[config.mk]
export PLATFORM = sky130hd
export DESIGN_NAME = ffpra_ctrl
export DESIGN_NICKNAME = d
export VERILOG_FILES = /design/src/hw/rtl/ffpra_pkg.sv /design/src/hw/rtl/ffpra_ctrl.sv
export SDC_FILE = /design/constraint.sdc
export NUM_CORES = 1
export LEC_CHECK = 0
export ABC_AREA = 1
export BUFFER_PORTS_ARGS = -buffer_cell sky130_fd_sc_hd__buf_2
export CORE_MARGIN = 2
export CORE_UTILIZATION = 25
export DETAILED_ROUTE_END_ITERATION = 6
export GPL_ROUTABILITY_DRIVEN = 0
export HOLD_SLACK_MARGIN = 0.1
export PLACE_DENSITY_LB_ADDON = 0.05
export SETUP_SLACK_MARGIN = 0.05
export SLEW_MARGIN = 10
export SYNTH_ARGS = -nofsm -noshare
export SYNTH_HDL_FRONTEND = slang
export SYNTH_SLANG_ARGS = --single-unit
export TNS_END_PERCENT = 10
[constraint.sdc]
create_clock -name aclk -period 1.44 [get_ports aclk]
set_input_delay 0.288 -clock aclk [delete_from_list [all_inputs] [get_ports aclk]]
set_output_delay 0.288 -clock aclk [all_outputs]
set_load 0.02 [all_outputs]
[src/hw/rtl/ffpra_pkg.sv]
`default_nettype none

package ffpra_pkg;

    // map geometry
    localparam int MAP_DEPTH = 1024;
    localparam int ADDR_W    = $clog2(MAP_DEPTH);
    localparam int CNT_W     = $clog2(MAP_DEPTH + 1);

    // field widths
    localparam int LEN_W     = 11;
    localparam int FRAME_W   = 20;
    localparam int ENTRY_W   = 11;
    localparam int EXP_W     = ENTRY_W + 1;
    localparam int WIDE_W    = (CNT_W > LEN_W) ? CNT_W : LEN_W;
    localparam int SUM_W     = WIDE_W + 2;

    // stream packing
    localparam int S_DATA_W  = 32;
    localparam int M_DATA_W  = 24;

    // configuration register indexes
    localparam logic CFG_BASE_FRAME   = 1'b0;
    localparam logic CFG_PAGES_IN_USE = 1'b1;

    typedef enum logic [1:0] {
        STATUS_DONE     = 2'd0,
        STATUS_NO_ROOM  = 2'd1,
        STATUS_BAD_FREE = 2'd2
    } status_t;

    typedef enum logic [1:0] {
        ADDR_POS = 2'd0,
        ADDR_RUN = 2'd1,
        ADDR_CLR = 2'd2
    } addr_sel_t;

    typedef enum logic [3:0] {
        ST_CLEAR,
        ST_IDLE,
        ST_A_START,
        ST_A_RD,
        ST_A_CHK,
        ST_A_WR,
        ST_F_START,
        ST_F_RD,
        ST_F_CHK,
        ST_FIN
    } state_t;

    typedef struct packed {
        logic      item_load;
        logic      clr_step;
        logic      pos_zero;
        logic      pos_jump;
        logic      idx_inc;
        logic      idx_zero;
        logic      free_init;
        logic      free_step;
        logic      ram_wr;
        addr_sel_t addr_sel;
        logic      wdata_seq;
        logic      res_set;
        status_t   res_code;
        logic      res_first_en;
        logic      out_load;
    } ctrl_cmd_t;

    typedef struct packed {
        logic clr_last;
        logic len_bad;
        logic jump_fits;
        logic idx_last;
        logic entry_zero;
        logic entry_match;
        logic exp_first;
        logic off_ok;
        logic next_in;
        logic out_busy;
    } dp_status_t;

endpackage

`default_nettype wire

[src/hw/rtl/ffpra_ctrl.sv]
`default_nettype none

module ffpra_ctrl
    import ffpra_pkg::*;
(
    input  wire logic        aclk,
    input  wire logic        aresetn,
    input  wire logic        s_tvalid,
    input  wire logic        item_kind,
    output logic             s_tready,
    input  wire dp_status_t  st,
    output ctrl_cmd_t        cmd
);

    state_t state_reg;
    state_t state_next;

    always_ff @(posedge aclk) begin
        if (!aresetn) begin
            state_reg <= ST_CLEAR;
        end else begin
            state_reg <= state_next;
        end
    end

    always_comb begin
        state_next = state_reg;
        case (state_reg)
            ST_CLEAR: begin
                if (st.clr_last) state_next = ST_IDLE;
            end
            ST_IDLE: begin
                if (s_tvalid) state_next = item_kind ? ST_F_START : ST_A_START;
            end
            ST_A_START: begin
                state_next = st.len_bad ? ST_FIN : ST_A_RD;
            end
            ST_A_RD: begin
                state_next = ST_A_CHK;
            end
            ST_A_CHK: begin
                if (!st.entry_zero) begin
                    state_next = st.jump_fits ? ST_A_RD : ST_FIN;
                end else begin
                    state_next = st.idx_last ? ST_A_WR : ST_A_RD;
                end
            end
            ST_A_WR: begin
                if (st.idx_last) state_next = ST_FIN;
            end
            ST_F_START: begin
                state_next = st.off_ok ? ST_F_RD : ST_FIN;
            end
            ST_F_RD: begin
                state_next = ST_F_CHK;
            end
            ST_F_CHK: begin
                state_next = (st.entry_match && st.next_in) ? ST_F_RD : ST_FIN;
            end
            ST_FIN: begin
                if (!st.out_busy) state_next = ST_IDLE;
            end
            default: begin
                state_next = ST_IDLE;
            end
        endcase
    end

    always_comb begin
        cmd          = '0;
        cmd.addr_sel = ADDR_POS;
        cmd.res_code = STATUS_DONE;
        s_tready     = 1'b0;
        case (state_reg)
            ST_CLEAR: begin
                cmd.clr_step = 1'b1;
                cmd.ram_wr   = 1'b1;
                cmd.addr_sel = ADDR_CLR;
            end
            ST_IDLE: begin
                s_tready      = 1'b1;
                cmd.item_load = s_tvalid;
            end
            ST_A_START: begin
                if (st.len_bad) begin
                    cmd.res_set  = 1'b1;
                    cmd.res_code = STATUS_NO_ROOM;
                end else begin
                    cmd.pos_zero = 1'b1;
                end
            end
            ST_A_RD: begin
                cmd.addr_sel = ADDR_RUN;
            end
            ST_A_CHK: begin
                if (!st.entry_zero) begin
                    cmd.pos_jump = 1'b1;
                    if (!st.jump_fits) begin
                        cmd.res_set  = 1'b1;
                        cmd.res_code = STATUS_NO_ROOM;
                    end
                end else if (st.idx_last) begin
                    cmd.idx_zero = 1'b1;
                end else begin
                    cmd.idx_inc = 1'b1;
                end
            end
            ST_A_WR: begin
                cmd.addr_sel  = ADDR_RUN;
                cmd.ram_wr    = 1'b1;
                cmd.wdata_seq = 1'b1;
                if (st.idx_last) begin
                    cmd.res_set      = 1'b1;
                    cmd.res_code     = STATUS_DONE;
                    cmd.res_first_en = 1'b1;
                end else begin
                    cmd.idx_inc = 1'b1;
                end
            end
            ST_F_START: begin
                if (st.off_ok) begin
                    cmd.free_init = 1'b1;
                end else begin
                    cmd.res_set  = 1'b1;
                    cmd.res_code = STATUS_BAD_FREE;
                end
            end
            ST_F_RD: begin
                cmd.addr_sel = ADDR_POS;
            end
            ST_F_CHK: begin
                cmd.addr_sel = ADDR_POS;
                if (st.entry_match) begin
                    cmd.ram_wr    = 1'b1;
                    cmd.free_step = 1'b1;
                    if (!st.next_in) begin
                        cmd.res_set  = 1'b1;
                        cmd.res_code = STATUS_DONE;
                    end
                end else begin
                    cmd.res_set  = 1'b1;
                    cmd.res_code = st.exp_first ? STATUS_BAD_FREE : STATUS_DONE;
                end
            end
            ST_FIN: begin
                cmd.out_load = !st.out_busy;
            end
            default: begin
            end
        endcase
    end

endmodule

`default_nettype wire

==> impl_results.md, run 1 <==
* Cell Count, Final, Fillers Out at 176
* Cells after synthesis at 97
* Synth Flop Type: dfxtp_1
* Syn Area/Cell at 5.34 um2
* Skew-Pair Late Insertion Delay at 240 ps
* Yosys top cell by area: nand2_1
* Cell Area, Synth at 518 um2
* Setup ws final at -169 ps
* Flop-to-flop setup slack at -40 ps
* Setup Crit Path Kind: register to output port
* Comb power frac at 0.794
* Reg2reg start: state_reg[1]
* Synth area leaders: nand2_1 20%, dfxtp_1 15%, inv_1 10%
* Leak at 0.591 nW
* Fin util at 0.541
* Final setup viols at 17
* Reg2Reg Depth at 12
* CTS Hold Bufs at 0
* Multi-input logic area at 473 um2
* DRT Pass-1 Iters at 4
* Drt initial violations at 11
* CTS tree: yes
* All-Layer GR Usage at 0.184
* Clock sink count at 4
* Asr flop ratio synth at 0
* Initial antenna violation count at 0
* CTS buffer count at 3
* # nets final at 165
* Worst r2r dst: state_reg[0]
* Total congestion overflow at 0
* RSZ-0062 raised after global routing: yes
* Internal power at 0.000919 W
* I/O Buffers at 31
* Synth warn at 0
* Minimum clock period at 1610 ps
* Via count at 828
* Max_slew headroom at 0.850
* CP Capture Type: output port
* # DRC at 0
* WP data required at 1150 ps
* Register share of total power at 0.129
* Drt wl/cell at 11.7 um
* Root Driver: clkbuf_4
* Hold WS at 324 ps
* Row count at 16
* Total die area at 0.00245 mm2
* Fillers at 212
* Synthesis-to-layout area growth at 105%
* M3 GR Usage at 0.0424
* Fraction of layout instances using a drive strength above 1 at 0.611
* Placed cells at 168
* Hold Path Class: primary input to register
* Period utilisation layout at 1.12
* #FFs+latches synth at 4
* Number of max-cap violations at 0
* Top-count cell post-synth: nand2_1
* Post-synth EDFFs at 0
* Worst hold endpoint: state_reg[3]
* Top cell type's share of synthesized area at 0.203
* Most instantiated cells after synthesis: 28 x nand2_1, 14 x inv_1, 12 x nor2_1
* Layer with the highest usage: met2
* Worst Tran Pin Value at 225 ps
* Outcome: complete, but fails checks
* CP startpoint kind: register
* Vias in the first global route at 774
* Final WL at 2070 um
* Clock buffer depth at 2
* Final Max Slew Viols at 0
* Hold Path Stages at 3
* Switching Share at 0.509
* Maximum vdd drop at 0.00140 V
* Clock transition at path regs at 40 ps
* Register area share after synthesis at 0.155
* FF+latch area at 92.6 um2
* Worst Path Arrival at 1320 ps
* Clock Skew at 5.11 ps
* Total nets after synthesis at 111
* DRT antenna net count at 0
* Largest register FFs at 4
* Dpl hpwl at 1540 um
* Antenna diodes at 0
* CP max FO at 5
* Yosys cell types at 20
* First-pass GRT wire length at 3440 um
* Hold violation count in the final report at 0
* PwrDens at 1760 mW/mm2
* Hold_sp: aresetn
* Clock power share at 0.077
* Die Span Y at 49.5 um
* Max Clk Rate at 0.621 GHz
* DR vias/cell at 4.70
* Die width at 49.5 um
* H-tree levels at 1
* Grt met2 use at 0.307
* Initial Utilization at 0.264
* Core Area at 0.00196 mm2
* Switching Power at 0.000952 W
* Failing checks: setup timing
* Met1 usage at 0.232
* Pin count of the biggest net entering global routing at 7
* I/O Pins at 32
## worst max path at each step
stage	cells after the start	to	slack [ps]	start
after global placement	5	cmd[8]	-120	state_reg[3]
after CTS	9	cmd[4]	-150	state_reg[1]
after detailed placement	5	cmd[8]	-60	state_reg[3]
after global routing	5	cmd[8]	-210	state_reg[3]
after floorplan	4	cmd[4]	3	state_reg[0]
final	5	cmd[4]	-170	state_reg[3]
## cell usage in the layout, fill, tap and decap left out, drive strengths merged
cell type,count
clkbuf,3
inv,17
o221ai,1
nand2,33
buf,50
dfxtp,4
o21ai,4
nand3b,4
nor2,18
nor4,1
a21oi,2
o211ai,1
o2111ai,1
nand3,8
nor3,1
o21bai,1
## cell families after synthesis
group	share of synthesized area
flops	0.155
compound gates	0.128
buf+inv	0.138
simple gates	0.580
## through the flow
step / setup WS [ps] / TNS, ps / instance area, um2 / total power, W
after floorplan: 2.94 / 0 / 518 / 0.000881
after global placement: -117 / -190 / 805 / 0.00132
after detailed placement: -56.6 / -103 / 805 / 0.00130
after CTS: -147 / -1450 / 1010 / 0.00172
after global routing: -212 / -2720 / 1060 / 0.00201
final: -169 / -1430 / 1060 / 0.00187
## worst max-delay path: stages, from the launching register on
cell and delay (ps):
dfxtp_2 340, buf_6 130, nor2_4 180, nand2_4 100, o2111ai_2 190, buf_6 140
## layout make-up
| cell class | count | share of cell area |
|---|---|---|
| sequential | 4 | 0.0873 |
| inverter | 17 | 0.0625 |
| multi-input combinational | 75 | 0.446 |
| tap | 27 | 0.0318 |
| clock buffer | 3 | 0.0212 |
| timing repair buffer | 50 | 0.351 |
## power groups by stage
stage / Sequential (W) / Combinational [W] / Clock (W)
after floorplan: 0.000197 / 0.000684 / 0
after global placement: 0.000194 / 0.00113 / 0
after detailed placement: 0.000195 / 0.00111 / 0
after CTS: 0.000234 / 0.00134 / 0.000146
after global routing: 0.000247 / 0.00161 / 0.000156
final: 0.000242 / 0.00149 / 0.000143
## routing by layer
metal	share of wire	routed length, um	vias to the layer above
li1	-	-	411
met1	0.42	868	387
met2	0.52	1070	26
met3	0.054	112	4
met4	0.0073	15	0
met5	0	0	-
## repair_timing
action / 4_1_cts / 5_1_grt
endpoints found under the setup margin: 19 / 22
gates resized for setup: 48 / 15
setup buffers: 5 / 0
pin swaps: 6 / 6
endpoints found under the hold margin: 0 / 0
No activity file was read; power rests on OpenSTA's default activity.
==> inputs of run 2 (changes only) <==
==> constraint.sdc (replaced) <==
create_clock -name aclk -period 1.39 [get_ports aclk]
set_input_delay 0.278 -clock aclk [delete_from_list [all_inputs] [get_ports aclk]]
set_output_delay 0.278 -clock aclk [all_outputs]
set_load 0.02 [all_outputs]
==> run 2 against run 1 <==
The flow still finishes with violations (setup timing). Count of clock-buffer cells in the layout unchanged. Critical path depth increased by 3. Routed wire length decreased by 4.0%. Clock power increased by 4%. Sequential power increased by 5%. Non-clock buffer count increased by 2. Combinational power increased by 4%. Largest power group unchanged.
==> impl_results.md, run 2 (synthesis results as in run 1) <==
* Most common cell after layout, fill and taps aside: buf_4
* Vias in the first global route at 705
* Root Driver: clkbuf_4
* CP startpoint kind: register
* Initial Utilization at 0.264
* Initial antenna violation count at 0
* Clock sink count at 4
* I/O Pins at 32
* Fin util at 0.539
* First-pass GRT wire length at 3090 um
* Commonest non-fill, non-tap cells in the layout: 28 x buf_4, 23 x nand2_1, 17 x buf_2
* Total power at 0.00196 W
* # nets final at 167
* RSZ-0062 raised after global routing: yes
* Skew-Pair Late Insertion Delay at 240 ps
* Fraction of layout instances using a drive strength above 1 at 0.603
* Core Area at 0.00196 mm2
* CP Capture Type: output port
* Failing checks: setup timing
* Setup ws final at -208 ps
* WP data required at 1110 ps
* Number of max-cap violations at 0
* Period utilisation layout at 1.15
* Outcome: complete, but fails checks
* H-tree levels at 1
* Worst Path Arrival at 1320 ps
* Final Max Slew Viols at 0
* Total die area at 0.00245 mm2
* Leak at 0.598 nW
* Setup Crit Path Kind: register to output port
* Synthesis-to-layout area growth at 104%
* DRT antenna net count at 0
* Final WL at 1980 um
* Maximum vdd drop at 0.000875 V
* Cell Count, Final, Fillers Out at 178
* Pin count of the biggest net entering global routing at 7
* Pre-CTS WS at -151 ps
* CTS tree: yes
* Slowest stage delay, CP at 350 ps
* Die width at 49.5 um
* Drt wl/cell at 11.1 um
* Total congestion overflow at 0
* CTS buffer count at 3
* Clock buffer depth at 2
* Final setup viols at 17
* CP max FO at 4
* Max Clk Rate at 0.626 GHz
* Dpl hpwl at 1550 um
* Largest register FFs at 4
* Die Span Y at 49.5 um
* Hold Path Class: primary input to register
* Row count at 16
* Hold WS at 310 ps
* Via count at 804
* Worst Tran Pin Value at 213 ps
* CTS Hold Bufs at 0
* All-Layer GR Usage at 0.163
* Max_slew headroom at 0.857
* Slowest-stage cell, CP: dfxtp_4
* Critical Path, Cell by Cell: inv_2, nand2_1, nor2_2, nand2_1, nand2_2, inv_2, o2111ai_2, buf_4
* Minimum clock period at 1600 ps
* Placed cells at 171
* I/O Buffers at 31
* Clock transition at path regs at 40 ps
* # DRC at 0
* Clock Skew at 4.46 ps
* DR vias/cell at 4.52
* Drt initial violations at 17
* DRT Pass-1 Iters at 4
* Antenna diodes at 0
* Hold violation count in the final report at 0
* PwrDens at 1850 mW/mm2
[run 2: cell count changes in the layout (fill, tap and decap cells not counted), sizes merged]
cell,previous run,this run
buf,50,52
[run 2: path summary, 6_finish.rpt]
path,from,end,slack (ps),cells past startpoint
setup / recovery,state_reg[1],cmd[4],-210,8
hold / removal,aresetn,state_reg[1],310,3
setup reg to reg,state_reg[1],state_reg[2],40,8
hold reg to reg,state_reg[2],state_reg[0],780,6
[run 2: routing by layer]
metal | track usage | vias to the layer above | routed length (um)
met1 | 0.218 | 358 | 861
met5 | 0 | - | 0
li1 | - | 418 | -
met2 | 0.273 | 26 | 1000
met3 | 0.0121 | 2 | 99
met4 | 0.0556 | 0 | 19
[run 2: what timing repair did]
action | in CTS | in global routing
pin swaps | 2 | 6
buffers inserted | 2 | 2
hold endpoints to repair | 0 | 0
gates resized for setup | 35 | 21
setup endpoints to repair | 21 | 22
[run 2: area by class of cell]
| class | count | area, um2 |
|---|---|---|
| Fill cell | 229 | 905 |
| Multi-Input combinational cell | 75 | 463 |
| Timing Repair Buffer | 52 | 374 |
| Sequential cell | 4 | 95.1 |
| Inverter | 17 | 68.8 |
| Tap cell | 27 | 33.8 |
| Clock buffer | 3 | 22.5 |
[run 2: where the power goes]
group,switching [W],internal [W]
Clock,0.0000522,0.0000969
Combinational,0.000838,0.000715
Sequential,0.0000804,0.000173
[run 2: worst max-delay path, delay by kind of cell (launching register included)]
family,cells,cell delay [ps]
and+or+nand+nor,4,390
DFF,1,350
buffers and inverters,3,290
AOI/OAI and AO/OA,1,50
[run 2: per-stage QoR]
step / cell area [um2] / setup TNS, ps
finish: 1060 / -1730
global route: 1060 / -2900
CTS: 978 / -2130
detailed placement: 833 / -366
global placement: 833 / -503
floorplan: 524 / -60.4
